<file path="src/rtl/core/mse_pkg.sv">
// Shared types, control-word layout and microprogram of the merge sort engine.
// Used by mse_seq, mse_datapath and merge_sort_engine; depends on nothing else.
`timescale 1ns / 1ps

package mse_pkg;

  // Datapath operation selected by the current control word.
  typedef enum logic [3:0] {
    OP_LOAD,
    OP_INIT,
    OP_PASS,
    OP_PAIR,
    OP_RD_A,
    OP_RD_B,
    OP_LAT_B,
    OP_MERGE,
    OP_FETCH,
    OP_OUT_INIT,
    OP_OUT_RD,
    OP_OUT_LAT
  } op_t;

  // Branch condition tested by the sequencer.
  typedef enum logic [2:0] {
    C_ALWAYS,
    C_LAST_ACC,
    C_WIDTH_GE_N,
    C_BASE_GE_N,
    C_RUNS_DONE,
    C_OUT_FREE,
    C_OUT_END
  } cond_t;

  localparam int PC_W = 4;
  typedef logic [PC_W-1:0] pc_t;

  // Step addresses of the microprogram.
  localparam pc_t S_LOAD     = 4'd0;
  localparam pc_t S_INIT     = 4'd1;
  localparam pc_t S_PASS     = 4'd2;
  localparam pc_t S_PAIR     = 4'd3;
  localparam pc_t S_RDA      = 4'd4;
  localparam pc_t S_RDB      = 4'd5;
  localparam pc_t S_LATB     = 4'd6;
  localparam pc_t S_MERGE    = 4'd7;
  localparam pc_t S_FETCH    = 4'd8;
  localparam pc_t S_OUT_INIT = 4'd9;
  localparam pc_t S_OUT_RD   = 4'd10;
  localparam pc_t S_OUT_LAT  = 4'd11;

  typedef struct packed {
    op_t   op;
    cond_t cond;
    pc_t   tgt_t;   // next step when the condition holds
    pc_t   tgt_f;   // next step otherwise
  } uword_t;

  // Flags from the datapath that the sequencer branches on.
  typedef struct packed {
    logic last_acc;
    logic width_ge_n;
    logic base_ge_n;
    logic runs_done;
    logic out_free;
    logic out_end;
  } status_t;

  // Control store. Passes are bottom-up: the run width doubles each pass and
  // the two stores swap roles as source and destination.
  function automatic uword_t ucode_rom(input pc_t pc);
    uword_t w;
    unique case (pc)
      S_LOAD:     w = '{op: OP_LOAD,     cond: C_LAST_ACC,   tgt_t: S_INIT,     tgt_f: S_LOAD};
      S_INIT:     w = '{op: OP_INIT,     cond: C_ALWAYS,     tgt_t: S_PASS,     tgt_f: S_PASS};
      S_PASS:     w = '{op: OP_PASS,     cond: C_WIDTH_GE_N, tgt_t: S_OUT_INIT, tgt_f: S_PAIR};
      S_PAIR:     w = '{op: OP_PAIR,     cond: C_BASE_GE_N,  tgt_t: S_PASS,     tgt_f: S_RDA};
      S_RDA:      w = '{op: OP_RD_A,     cond: C_ALWAYS,     tgt_t: S_RDB,      tgt_f: S_RDB};
      S_RDB:      w = '{op: OP_RD_B,     cond: C_ALWAYS,     tgt_t: S_LATB,     tgt_f: S_LATB};
      S_LATB:     w = '{op: OP_LAT_B,    cond: C_ALWAYS,     tgt_t: S_MERGE,    tgt_f: S_MERGE};
      S_MERGE:    w = '{op: OP_MERGE,    cond: C_RUNS_DONE,  tgt_t: S_PAIR,     tgt_f: S_FETCH};
      S_FETCH:    w = '{op: OP_FETCH,    cond: C_ALWAYS,     tgt_t: S_MERGE,    tgt_f: S_MERGE};
      S_OUT_INIT: w = '{op: OP_OUT_INIT, cond: C_ALWAYS,     tgt_t: S_OUT_RD,   tgt_f: S_OUT_RD};
      S_OUT_RD:   w = '{op: OP_OUT_RD,   cond: C_OUT_FREE,   tgt_t: S_OUT_LAT,  tgt_f: S_OUT_RD};
      S_OUT_LAT:  w = '{op: OP_OUT_LAT,  cond: C_OUT_END,    tgt_t: S_LOAD,     tgt_f: S_OUT_RD};
      default:    w = '{op: OP_LOAD,     cond: C_ALWAYS,     tgt_t: S_LOAD,     tgt_f: S_LOAD};
    endcase
    return w;
  endfunction

endpackage

</file>
<file path="src/rtl/core/mse_ram.sv">
// Generic simple dual-port RAM: one write port, one read port, registered read.
// No dependencies.
`timescale 1ns / 1ps

module mse_ram #(
  parameter int WIDTH = 16,
  parameter int DEPTH = 64
) (
  input  logic                     clk,
  input  logic                     we,
  input  logic [$clog2(DEPTH)-1:0] waddr,
  input  logic [WIDTH-1:0]         wdata,
  input  logic [$clog2(DEPTH)-1:0] raddr,
  output logic [WIDTH-1:0]         rdata_r
);

  logic [WIDTH-1:0] mem [DEPTH];

  always_ff @(posedge clk) begin
    if (we) begin
      mem[waddr] <= wdata;
    end
    rdata_r <= mem[raddr];
  end

endmodule

</file>
<file path="src/rtl/core/mse_seq.sv">
// Microcode sequencer: step counter, control store lookup and branch logic.
// Depends on mse_pkg.
`timescale 1ns / 1ps

module mse_seq (
  input  logic              clk,
  input  logic              rst_n,
  input  mse_pkg::status_t  status,
  output mse_pkg::uword_t   ctrl
);

  mse_pkg::pc_t pc_r;
  mse_pkg::pc_t pc_nxt;
  logic         hit;

  assign ctrl = mse_pkg::ucode_rom(pc_r);

  always_comb begin
    unique case (ctrl.cond)
      mse_pkg::C_ALWAYS:     hit = 1'b1;
      mse_pkg::C_LAST_ACC:   hit = status.last_acc;
      mse_pkg::C_WIDTH_GE_N: hit = status.width_ge_n;
      mse_pkg::C_BASE_GE_N:  hit = status.base_ge_n;
      mse_pkg::C_RUNS_DONE:  hit = status.runs_done;
      mse_pkg::C_OUT_FREE:   hit = status.out_free;
      mse_pkg::C_OUT_END:    hit = status.out_end;
      default:               hit = 1'b1;
    endcase
    pc_nxt = hit ? ctrl.tgt_t : ctrl.tgt_f;
  end

  always_ff @(posedge clk) begin
    if (!rst_n) begin
      pc_r <= mse_pkg::S_LOAD;
    end else begin
      pc_r <= pc_nxt;
    end
  end

endmodule

</file>
<file path="src/rtl/core/mse_datapath.sv">
// Datapath of the merge sort engine: value and scratch stores, run pointers,
// merge compare, item count and the output register.
// Depends on mse_pkg and mse_ram.
`timescale 1ns / 1ps

module mse_datapath #(
  parameter int MAX_ITEMS  = 64,
  parameter int VALUE_BITS = 16
) (
  input  logic              clk,
  input  logic              rst_n,
  input  mse_pkg::op_t      op,
  output mse_pkg::status_t  status,
  input  logic              in_tvalid,
  output logic              in_tready,
  input  logic [15:0]       in_tdata,
  input  logic              in_tlast,
  output logic              out_tvalid,
  input  logic              out_tready,
  output logic [15:0]       out_tdata,
  output logic              out_tlast
);

  localparam int CW = $clog2(MAX_ITEMS + 1);
  localparam int AW = $clog2(MAX_ITEMS);
  localparam int WW = CW + 1;
  localparam int SW = CW + 2;

  logic [CW-1:0]         cnt_r, cnt_nxt;
  logic [WW-1:0]         width_r, width_nxt;
  logic [CW-1:0]         base_r, base_nxt;
  logic [CW-1:0]         a_r, a_nxt, a_end_r, a_end_nxt;
  logic [CW-1:0]         b_r, b_nxt, b_end_r, b_end_nxt;
  logic [CW-1:0]         k_r, k_nxt;
  logic [CW-1:0]         idx_r, idx_nxt;
  logic [VALUE_BITS-1:0] head_a_r, head_a_nxt, head_b_r, head_b_nxt;
  logic                  src_r, src_nxt;
  logic                  sel_a_r, sel_a_nxt;
  logic                  out_valid_r, out_valid_nxt;
  logic [15:0]           out_data_r, out_data_nxt;
  logic                  out_last_r, out_last_nxt;

  logic                      in_acc;
  logic [VALUE_BITS+15:0]    in_ext;
  logic [VALUE_BITS-1:0]     in_value;
  logic [SW-1:0]             mid_sum, hi_sum;
  logic [CW-1:0]             mid_cl, hi_cl;
  logic                      a_valid, b_valid, take_a;
  logic [CW-1:0]             a_inc, b_inc;
  logic                      store_free, load_we, merge_we;
  logic [AW-1:0]             waddr, raddr;
  logic [CW-1:0]             raddr_full;
  logic [VALUE_BITS-1:0]     wdata, merge_data, rd0, rd1, rdata;
  logic [VALUE_BITS+15:0]    rd_ext;

  assign in_tready = (op == mse_pkg::OP_LOAD);
  assign in_acc    = in_tvalid && in_tready;
  assign in_ext    = {{VALUE_BITS{1'b0}}, in_tdata};
  assign in_value  = in_ext[VALUE_BITS-1:0];

  // Bounds of the next pair of runs, clipped to the set size.
  assign mid_sum = SW'(base_r) + SW'(width_r);
  assign hi_sum  = mid_sum + SW'(width_r);
  assign mid_cl  = (mid_sum > SW'(cnt_r)) ? cnt_r : mid_sum[CW-1:0];
  assign hi_cl   = (hi_sum > SW'(cnt_r)) ? cnt_r : hi_sum[CW-1:0];

  assign a_valid = a_r < a_end_r;
  assign b_valid = b_r < b_end_r;
  // On equal heads the right-hand run goes first.
  assign take_a  = a_valid && (!b_valid || (head_a_r < head_b_r));
  assign a_inc   = a_r + CW'(1);
  assign b_inc   = b_r + CW'(1);

  assign store_free = cnt_r < CW'(MAX_ITEMS);
  assign load_we    = in_acc && store_free;
  assign merge_we   = (op == mse_pkg::OP_MERGE) && (a_valid || b_valid);
  assign merge_data = take_a ? head_a_r : head_b_r;
  assign wdata      = (op == mse_pkg::OP_LOAD) ? in_value : merge_data;
  assign waddr      = (op == mse_pkg::OP_LOAD) ? cnt_r[AW-1:0] : k_r[AW-1:0];

  always_comb begin
    unique case (op)
      mse_pkg::OP_RD_B:   raddr_full = b_r;
      mse_pkg::OP_MERGE:  raddr_full = take_a ? a_inc : b_inc;
      mse_pkg::OP_OUT_RD: raddr_full = idx_r;
      default:            raddr_full = a_r;
    endcase
  end
  // A read one past the end of a run may wrap; its data is never used.
  assign raddr = raddr_full[AW-1:0];

  // Store 0 takes new sets and is the first pass's source.
  mse_ram #(.WIDTH(VALUE_BITS), .DEPTH(MAX_ITEMS)) u_value_store (
    .clk     (clk),
    .we      (load_we || (merge_we && src_r)),
    .waddr   (waddr),
    .wdata   (wdata),
    .raddr   (raddr),
    .rdata_r (rd0)
  );

  mse_ram #(.WIDTH(VALUE_BITS), .DEPTH(MAX_ITEMS)) u_scratch_store (
    .clk     (clk),
    .we      (merge_we && !src_r),
    .waddr   (waddr),
    .wdata   (wdata),
    .raddr   (raddr),
    .rdata_r (rd1)
  );

  assign rdata  = src_r ? rd1 : rd0;
  assign rd_ext = {16'b0, rdata};

  assign status.last_acc   = in_acc && in_tlast;
  assign status.width_ge_n = width_r >= WW'(cnt_r);
  assign status.base_ge_n  = base_r >= cnt_r;
  assign status.runs_done  = !a_valid && !b_valid;
  assign status.out_free   = !out_valid_r || out_tready;
  assign status.out_end    = idx_r == (cnt_r - CW'(1));

  always_comb begin
    cnt_nxt       = cnt_r;
    width_nxt     = width_r;
    base_nxt      = base_r;
    a_nxt         = a_r;
    a_end_nxt     = a_end_r;
    b_nxt         = b_r;
    b_end_nxt     = b_end_r;
    k_nxt         = k_r;
    idx_nxt       = idx_r;
    head_a_nxt    = head_a_r;
    head_b_nxt    = head_b_r;
    src_nxt       = src_r;
    sel_a_nxt     = sel_a_r;
    out_valid_nxt = out_valid_r;
    out_data_nxt  = out_data_r;
    out_last_nxt  = out_last_r;

    if (out_valid_r && out_tready) begin
      out_valid_nxt = 1'b0;
    end

    unique case (op)
      mse_pkg::OP_LOAD: begin
        if (load_we) begin
          cnt_nxt = cnt_r + CW'(1);
        end
      end
      mse_pkg::OP_INIT: begin
        width_nxt = WW'(1);
        src_nxt   = 1'b0;
      end
      mse_pkg::OP_PASS: begin
        base_nxt = '0;
        k_nxt    = '0;
      end
      mse_pkg::OP_PAIR: begin
        if (base_r >= cnt_r) begin
          width_nxt = width_r << 1;
          src_nxt   = !src_r;
        end else begin
          a_nxt     = base_r;
          a_end_nxt = mid_cl;
          b_nxt     = mid_cl;
          b_end_nxt = hi_cl;
        end
      end
      mse_pkg::OP_RD_A: begin
      end
      mse_pkg::OP_RD_B: begin
        head_a_nxt = rdata;
      end
      mse_pkg::OP_LAT_B: begin
        head_b_nxt = rdata;
      end
      mse_pkg::OP_MERGE: begin
        if (!a_valid && !b_valid) begin
          base_nxt = b_end_r;
        end else begin
          k_nxt     = k_r + CW'(1);
          sel_a_nxt = take_a;
          if (take_a) begin
            a_nxt = a_inc;
          end else begin
            b_nxt = b_inc;
          end
        end
      end
      mse_pkg::OP_FETCH: begin
        if (sel_a_r) begin
          head_a_nxt = rdata;
        end else begin
          head_b_nxt = rdata;
        end
      end
      mse_pkg::OP_OUT_INIT: begin
        idx_nxt = '0;
      end
      mse_pkg::OP_OUT_RD: begin
      end
      mse_pkg::OP_OUT_LAT: begin
        out_valid_nxt = 1'b1;
        out_data_nxt  = rd_ext[15:0];
        out_last_nxt  = status.out_end;
        idx_nxt       = idx_r + CW'(1);
        if (status.out_end) begin
          cnt_nxt = '0;
        end
      end
      default: begin
      end
    endcase
  end

  always_ff @(posedge clk) begin
    if (!rst_n) begin
      cnt_r       <= '0;
      out_valid_r <= 1'b0;
    end else begin
      cnt_r       <= cnt_nxt;
      out_valid_r <= out_valid_nxt;
    end
  end

  always_ff @(posedge clk) begin
    width_r    <= width_nxt;
    base_r     <= base_nxt;
    a_r        <= a_nxt;
    a_end_r    <= a_end_nxt;
    b_r        <= b_nxt;
    b_end_r    <= b_end_nxt;
    k_r        <= k_nxt;
    idx_r      <= idx_nxt;
    head_a_r   <= head_a_nxt;
    head_b_r   <= head_b_nxt;
    src_r      <= src_nxt;
    sel_a_r    <= sel_a_nxt;
    out_data_r <= out_data_nxt;
    out_last_r <= out_last_nxt;
  end

  assign out_tvalid = out_valid_r;
  assign out_tdata  = out_data_r;
  assign out_tlast  = out_last_r;

endmodule

</file>
<file path="src/rtl/core/merge_sort_engine.sv">
// Top level of the merge sort engine: microcode sequencer plus datapath.
// Depends on mse_pkg, mse_seq, mse_datapath and mse_ram.
//
// Channel   Direction  Payload (low bit up)           Marker
// in_*      slave      tdata[15:0] = value_in         tlast = last_in
// out_*     master     tdata[15:0] = value_out        tlast = last_out
//
// Loading takes a new item every clock in the load step; an item flagged last
// starts the sort. Sorting runs ceil(log2 n) bottom-up passes; per run pair
// both heads are read, then each merge is followed by a fetch, all bound by
// the single read port. Output reads a result, then loads the output register.
// Reset clears the step counter, item count and output valid; no store sweep.
// The output register holds a result while out_tready is low; the block
// takes the next set as soon as the last result sits in that register.
`timescale 1ns / 1ps

module merge_sort_engine #(
  parameter int MAX_ITEMS  = 64,
  parameter int VALUE_BITS = 16
) (
  input  logic        clk,
  input  logic        rst_n,
  input  logic        in_tvalid,
  output logic        in_tready,
  input  logic [15:0] in_tdata,    // [15:0] value_in
  input  logic        in_tlast,
  output logic        out_tvalid,
  input  logic        out_tready,
  output logic [15:0] out_tdata,   // [15:0] value_out
  output logic        out_tlast
);

  mse_pkg::uword_t  ctrl;
  mse_pkg::status_t status;

  mse_seq u_seq (
    .clk    (clk),
    .rst_n  (rst_n),
    .status (status),
    .ctrl   (ctrl)
  );

  mse_datapath #(
    .MAX_ITEMS  (MAX_ITEMS),
    .VALUE_BITS (VALUE_BITS)
  ) u_datapath (
    .clk        (clk),
    .rst_n      (rst_n),
    .op         (ctrl.op),
    .status     (status),
    .in_tvalid  (in_tvalid),
    .in_tready  (in_tready),
    .in_tdata   (in_tdata),
    .in_tlast   (in_tlast),
    .out_tvalid (out_tvalid),
    .out_tready (out_tready),
    .out_tdata  (out_tdata),
    .out_tlast  (out_tlast)
  );

  // The output register must be empty whenever a new result is loaded.
  assert property (@(posedge clk) disable iff (!rst_n)
    (ctrl.op == mse_pkg::OP_OUT_LAT) |-> !out_tvalid)
    else $error("result loaded over a pending result");

  // Once a set ends, no further item is taken until its last result is loaded.
  assert property (@(posedge clk) disable iff (!rst_n)
    (in_tvalid && in_tready && in_tlast) |=> !in_tready)
    else $error("input taken while a set is being sorted");

  // After the final result is loaded the block is back in the load step.
  assert property (@(posedge clk) disable iff (!rst_n)
    (ctrl.op == mse_pkg::OP_OUT_LAT && status.out_end) |=> in_tready)
    else $error("block did not return to loading after the final result");

endmodule

</file>
<file path="config.mk">
export PLATFORM = sky130hd
export DESIGN_NAME = merge_sort_engine
export DESIGN_NICKNAME = d
export VERILOG_FILES = /design/src/rtl/core/mse_pkg.sv /design/src/rtl/core/mse_ram.sv /design/src/rtl/core/mse_seq.sv /design/src/rtl/core/mse_datapath.sv /design/src/rtl/core/merge_sort_engine.sv
export SDC_FILE = /design/constraint.sdc
export NUM_CORES = 2
export LEC_CHECK = 0
export ABC_AREA = 1
export BUFFER_PORTS_ARGS = -buffer_cell sky130_fd_sc_hd__buf_4
export CAP_MARGIN = 20
export CELL_PAD_IN_SITES_DETAIL_PLACEMENT = 1
export CELL_PAD_IN_SITES_GLOBAL_PLACEMENT = 2
export CORE_MARGIN = 5
export CORE_UTILIZATION = 45
export DETAILED_ROUTE_END_ITERATION = 10
export GPL_ROUTABILITY_DRIVEN = 0
export GPL_TIMING_DRIVEN = 0
export MAX_ROUTING_LAYER = met4
export PLACE_DENSITY = 0.83
export SLEW_MARGIN = 20
export SYNTH_ARGS = -nofsm -noshare
export SYNTH_HDL_FRONTEND = slang
export SYNTH_HIERARCHICAL = 1
export SYNTH_SLANG_ARGS = --single-unit
</file>
<file path="constraint.sdc">
create_clock -name clk -period 14.2 [get_ports clk]
set_input_delay 0.71 -clock clk [delete_from_list [all_inputs] [get_ports clk]]
set_output_delay 0.71 -clock clk [all_outputs]
set_load 0.005 [all_outputs]
</file>
==> qor.txt <==
Status - complete, no violations
# hold bufs at CTS - 0
Top sig layer - met4
Final slew viol count - 0
CORE AREA - 0.205 mm2
Reg-to-reg startpoint - u_datapath/a_r[2]
Warnings from Yosys - 6
Worst-Margin Slew - 1.23 ns
Register area - 0.0658 mm2
RR Endpoint - u_datapath/u_value_store/rdata_r[3]
Yosys top cell area share - 69.6%
Slew HR - 18.3%
Total number of vias - 68400
Setup CP Type - reg2reg
Number of synthesized flops with an enable pin - 2155
Io pins - 40
CP peak stage delay - 0.89 ns
Prevailing post-synth register cell - edfxtp_1
Final Critical Period - 5.96 ns
Final worst setup slack - 8.24 ns
Initial antenna violation count - 18
Post-CTS Setup Bufs - 0
Clock slew seen by the registers of the worst setup and hold paths - 0.06 ns
Syn_nets - 8185
CTS Root Cell - clkbuf_16
Post-synthesis sequential area ratio - 70.8%
Via density per instance - 5.96
Post-route ant nets - 0
Peak Freq - 0.168 GHz
CTS tree - built
Post-synth top area cell - edfxtp_1
Met3 wire length - 32600 um
Worst VDD drop - 0.152 mV
Final setup fails - 0
Crit. End Element - register
Clk buf depth - 3
DRT met1 WL - 138000 um
Post-cts sizing count - 0
Die Footprint - 0.216 mm2
Critical path's slowest cell - a21oi_1
Share of async-settable or async-resettable flops after synthesis - 0%
Register bit total from synthesis - 2210
Worst slack at placement - 8.53 ns
Largest net degree at the start of global routing - 41
Final Skew - 0.0443 ns
CTS buffer count - 226
Global-route wire length before repair - 474000 um
Die width - 464 um
Synth Cell Area - 0.0929 mm2
Worst Hold Class - in2reg
Crit path DAT - 6.72 ns
Share of layout cells above drive strength 1 - 13.2%
Worst hold path stage count - 4
# rows - 166
Fin. Hold Viols - 0
Synth-to-layout area growth - 16.8%
Area occupied by multi-input gates - 0.0242 mm2
Routed wl met2 - 150000 um
Average size of a mapped cell - 11.5 um2
Max Cap Viol - 0
RSZ-0062 raised after global routing - false
Leak - 40.4 nW
Fin nets - 8683
Critical Path RT - 14.96 ns
Crit path max fanout - 10
Skew-Pair Late Insertion Delay - 0.90 ns
DRT iter0 DRCs - 8565
Final worst-path cycle share - 42.0%
Clk sinks - 2210
HP Start - out_tready
CTS H-tree lvls - 4
# fillers - 21100
DR WL/cell - 28.9 um
Synth cell types - 52
Worst path cell trace - ha_1, a21oi_1, nand2_1, a21oi_2, nand2_2, buf_6, buf_6, nand2_1, nand3_1, a21oi_1, buf_2, buf_1, nand3_1, nand2_1, nand2_1, nand3_1, nand3_1, nand2_1
Most used cell, CP - nand2_1
Die height - 464 um
DR DRC count - 0
Tot GR Track Use - 31.0%
Mapped Cells - 8080
Worst R2R Path Depth - 18
PortBufs - 39
WL final - 332000 um
Power Dens Cells - 215 mW/mm2
R2R Setup Slk - 8.24 ns
Hold WS - 0.148 ns
Vias in the first global route - 68300
DRT Pass-1 Iters - 6
Grt ovf - 0
Initial Util - 45.3%
Worst Hold Endpoint - u_datapath/out_tvalid
Top cells by area, synth - edfxtp_1, nand2_1, nand3_1
DP Wirelength - 240000 um
CP startpoint kind - register
[area by class of cell]
cell class | instances | area share, %
tap | 2688 | 3.10
clock inverter | 140 | 1.13
sequential | 2210 | 60.6
timing repair buffer | 270 | 3.91
multi-input combinational | 5221 | 22.3
inverter | 173 | 0.614
clock buffer | 281 | 5.50
buffer | 476 | 2.80
antenna | 11 | 0.0254
[Yosys cell counts (8+ instances only)]
library cell  instances
nand4_1              37
edfxtp_1           2155
buf_2               229
clkbuf_1             61
nor3_1                8
nor4_1               19
o21ai_0              62
dfxtp_1              55
nand3b_1              9
nand3_2              11
a21oi_1              52
inv_1               162
nor2_2               10
buf_6               105
ha_1                 83
buf_4                40
xor2_1               19
nand3_1            1804
buf_1                38
nor2_1              181
nand2_1            2851
[worst max-delay path, delay by kind of cell, from the launching register on]
kind / cells / cell delay (ns)
adder cells (fa/ha/maj): 1 / 0.37
buffers and inverters: 4 / 1.81
flip-flops: 1 / 0.51
AND/OR/NAND/NOR: 10 / 1.62
AO/OA/AOI/OAI: 3 / 1.53
[registers in the layout, indices dropped and copies added (netlist names), 8 cells and up]
signal                              cells
u_datapath/out_tdata                   16
u_datapath/u_value_store/mem         1024
u_datapath/head_a_r                    16
u_datapath/u_scratch_store/rdata_r     16
u_seq/ctrl                             15
u_datapath/u_value_store/rdata_r       16
u_datapath/width_r                      8
u_datapath/u_scratch_store/mem       1024
u_datapath/head_b_r                    16
[cell usage in the layout, fill, tap and decap left out, types with 31 or more instances in the layout]
| cell type | netlist | routed |
|---|---|---|
| clkinv_1 | 1 | 71 |
| a21oi_1 | 52 | 50 |
| o21ai_0 | 62 | 40 |
| clkinv_2 | 0 | 31 |
| edfxtp_1 | 2155 | 2155 |
| clkbuf_1 | 61 | 110 |
| dfxtp_1 | 55 | 55 |
| nor2_1 | 181 | 68 |
| inv_1 | 162 | 162 |
| nand3_1 | 1804 | 1804 |
| buf_1 | 38 | 38 |
| buf_2 | 229 | 264 |
| ha_1 | 83 | 83 |
| nor2_4 | 3 | 37 |
| nor2_2 | 10 | 89 |
| nand2_1 | 2851 | 2850 |
| buf_6 | 105 | 163 |
| nand4_1 | 37 | 37 |
| buf_4 | 40 | 93 |
| clkbuf_16 | 0 | 231 |
| buf_16 | 0 | 88 |
[layer usage]
| layer | up-vias | global-route usage [%] |
|---|---|---|
| li1 | 29300 | - |
| met1 | 35000 | 43.0 |
| met2 | 3416 | 46.7 |
| met3 | 566 | 5.67 |
| met4 | 0 | 9.71 |
| met5 | - | - |
[how the worst max path moves through the flow]
stage / from / end / cells past startpoint
final: u_datapath/a_r[2] / u_datapath/u_value_store/rdata_r[3] / 18
after global routing: u_datapath/head_a_r[5] / u_datapath/u_value_store/rdata_r[1] / 22
after CTS: u_datapath/a_r[2] / u_datapath/u_value_store/rdata_r[3] / 18
after detailed placement: u_datapath/a_r[2] / u_datapath/u_value_store/rdata_r[3] / 18
after global placement: u_datapath/a_r[2] / u_datapath/u_scratch_store/mem[56][2] / 9
after floorplan: u_datapath/a_r[2] / u_datapath/u_scratch_store/mem[0][10] / 9
[report_power, final]
| group | internal [mW] | switching [mW] |
|---|---|---|
| clock network | 3.32 | 2.54 |
| logic | 2.49 | 6.32 |
| registers | 8.60 | 0.0870 |
| total | 14.4 | 8.95 |
[cells by family after synthesis]
logic type / Yosys count / share of synthesized area [%]
and+or+nand+nor: 4962 / 22.9
adders and majority gates: 84 / 1.14
xor gates and xnor gates: 26 / 0.245
DFF: 2210 / 70.8
buffers and inverters: 649 / 3.98
AOI/OAI and AO/OA: 149 / 0.884
[stage by stage]
step                power (mW)  instance area [um2]  utilization, %  setup TNS (ns)  instances
finish                    23.4               109000            52.9               0      11500
global route              24.2               109000            52.9               0      11500
CTS                       23.3               108000            52.9               0      11500
detailed placement        17.4               101000            49.4               0      11000
global placement          17.1                96600            47.1        -8033.79      10800
floorplan                 13.1                92900               -               0       8080
Power figures use the tool's default switching activity.
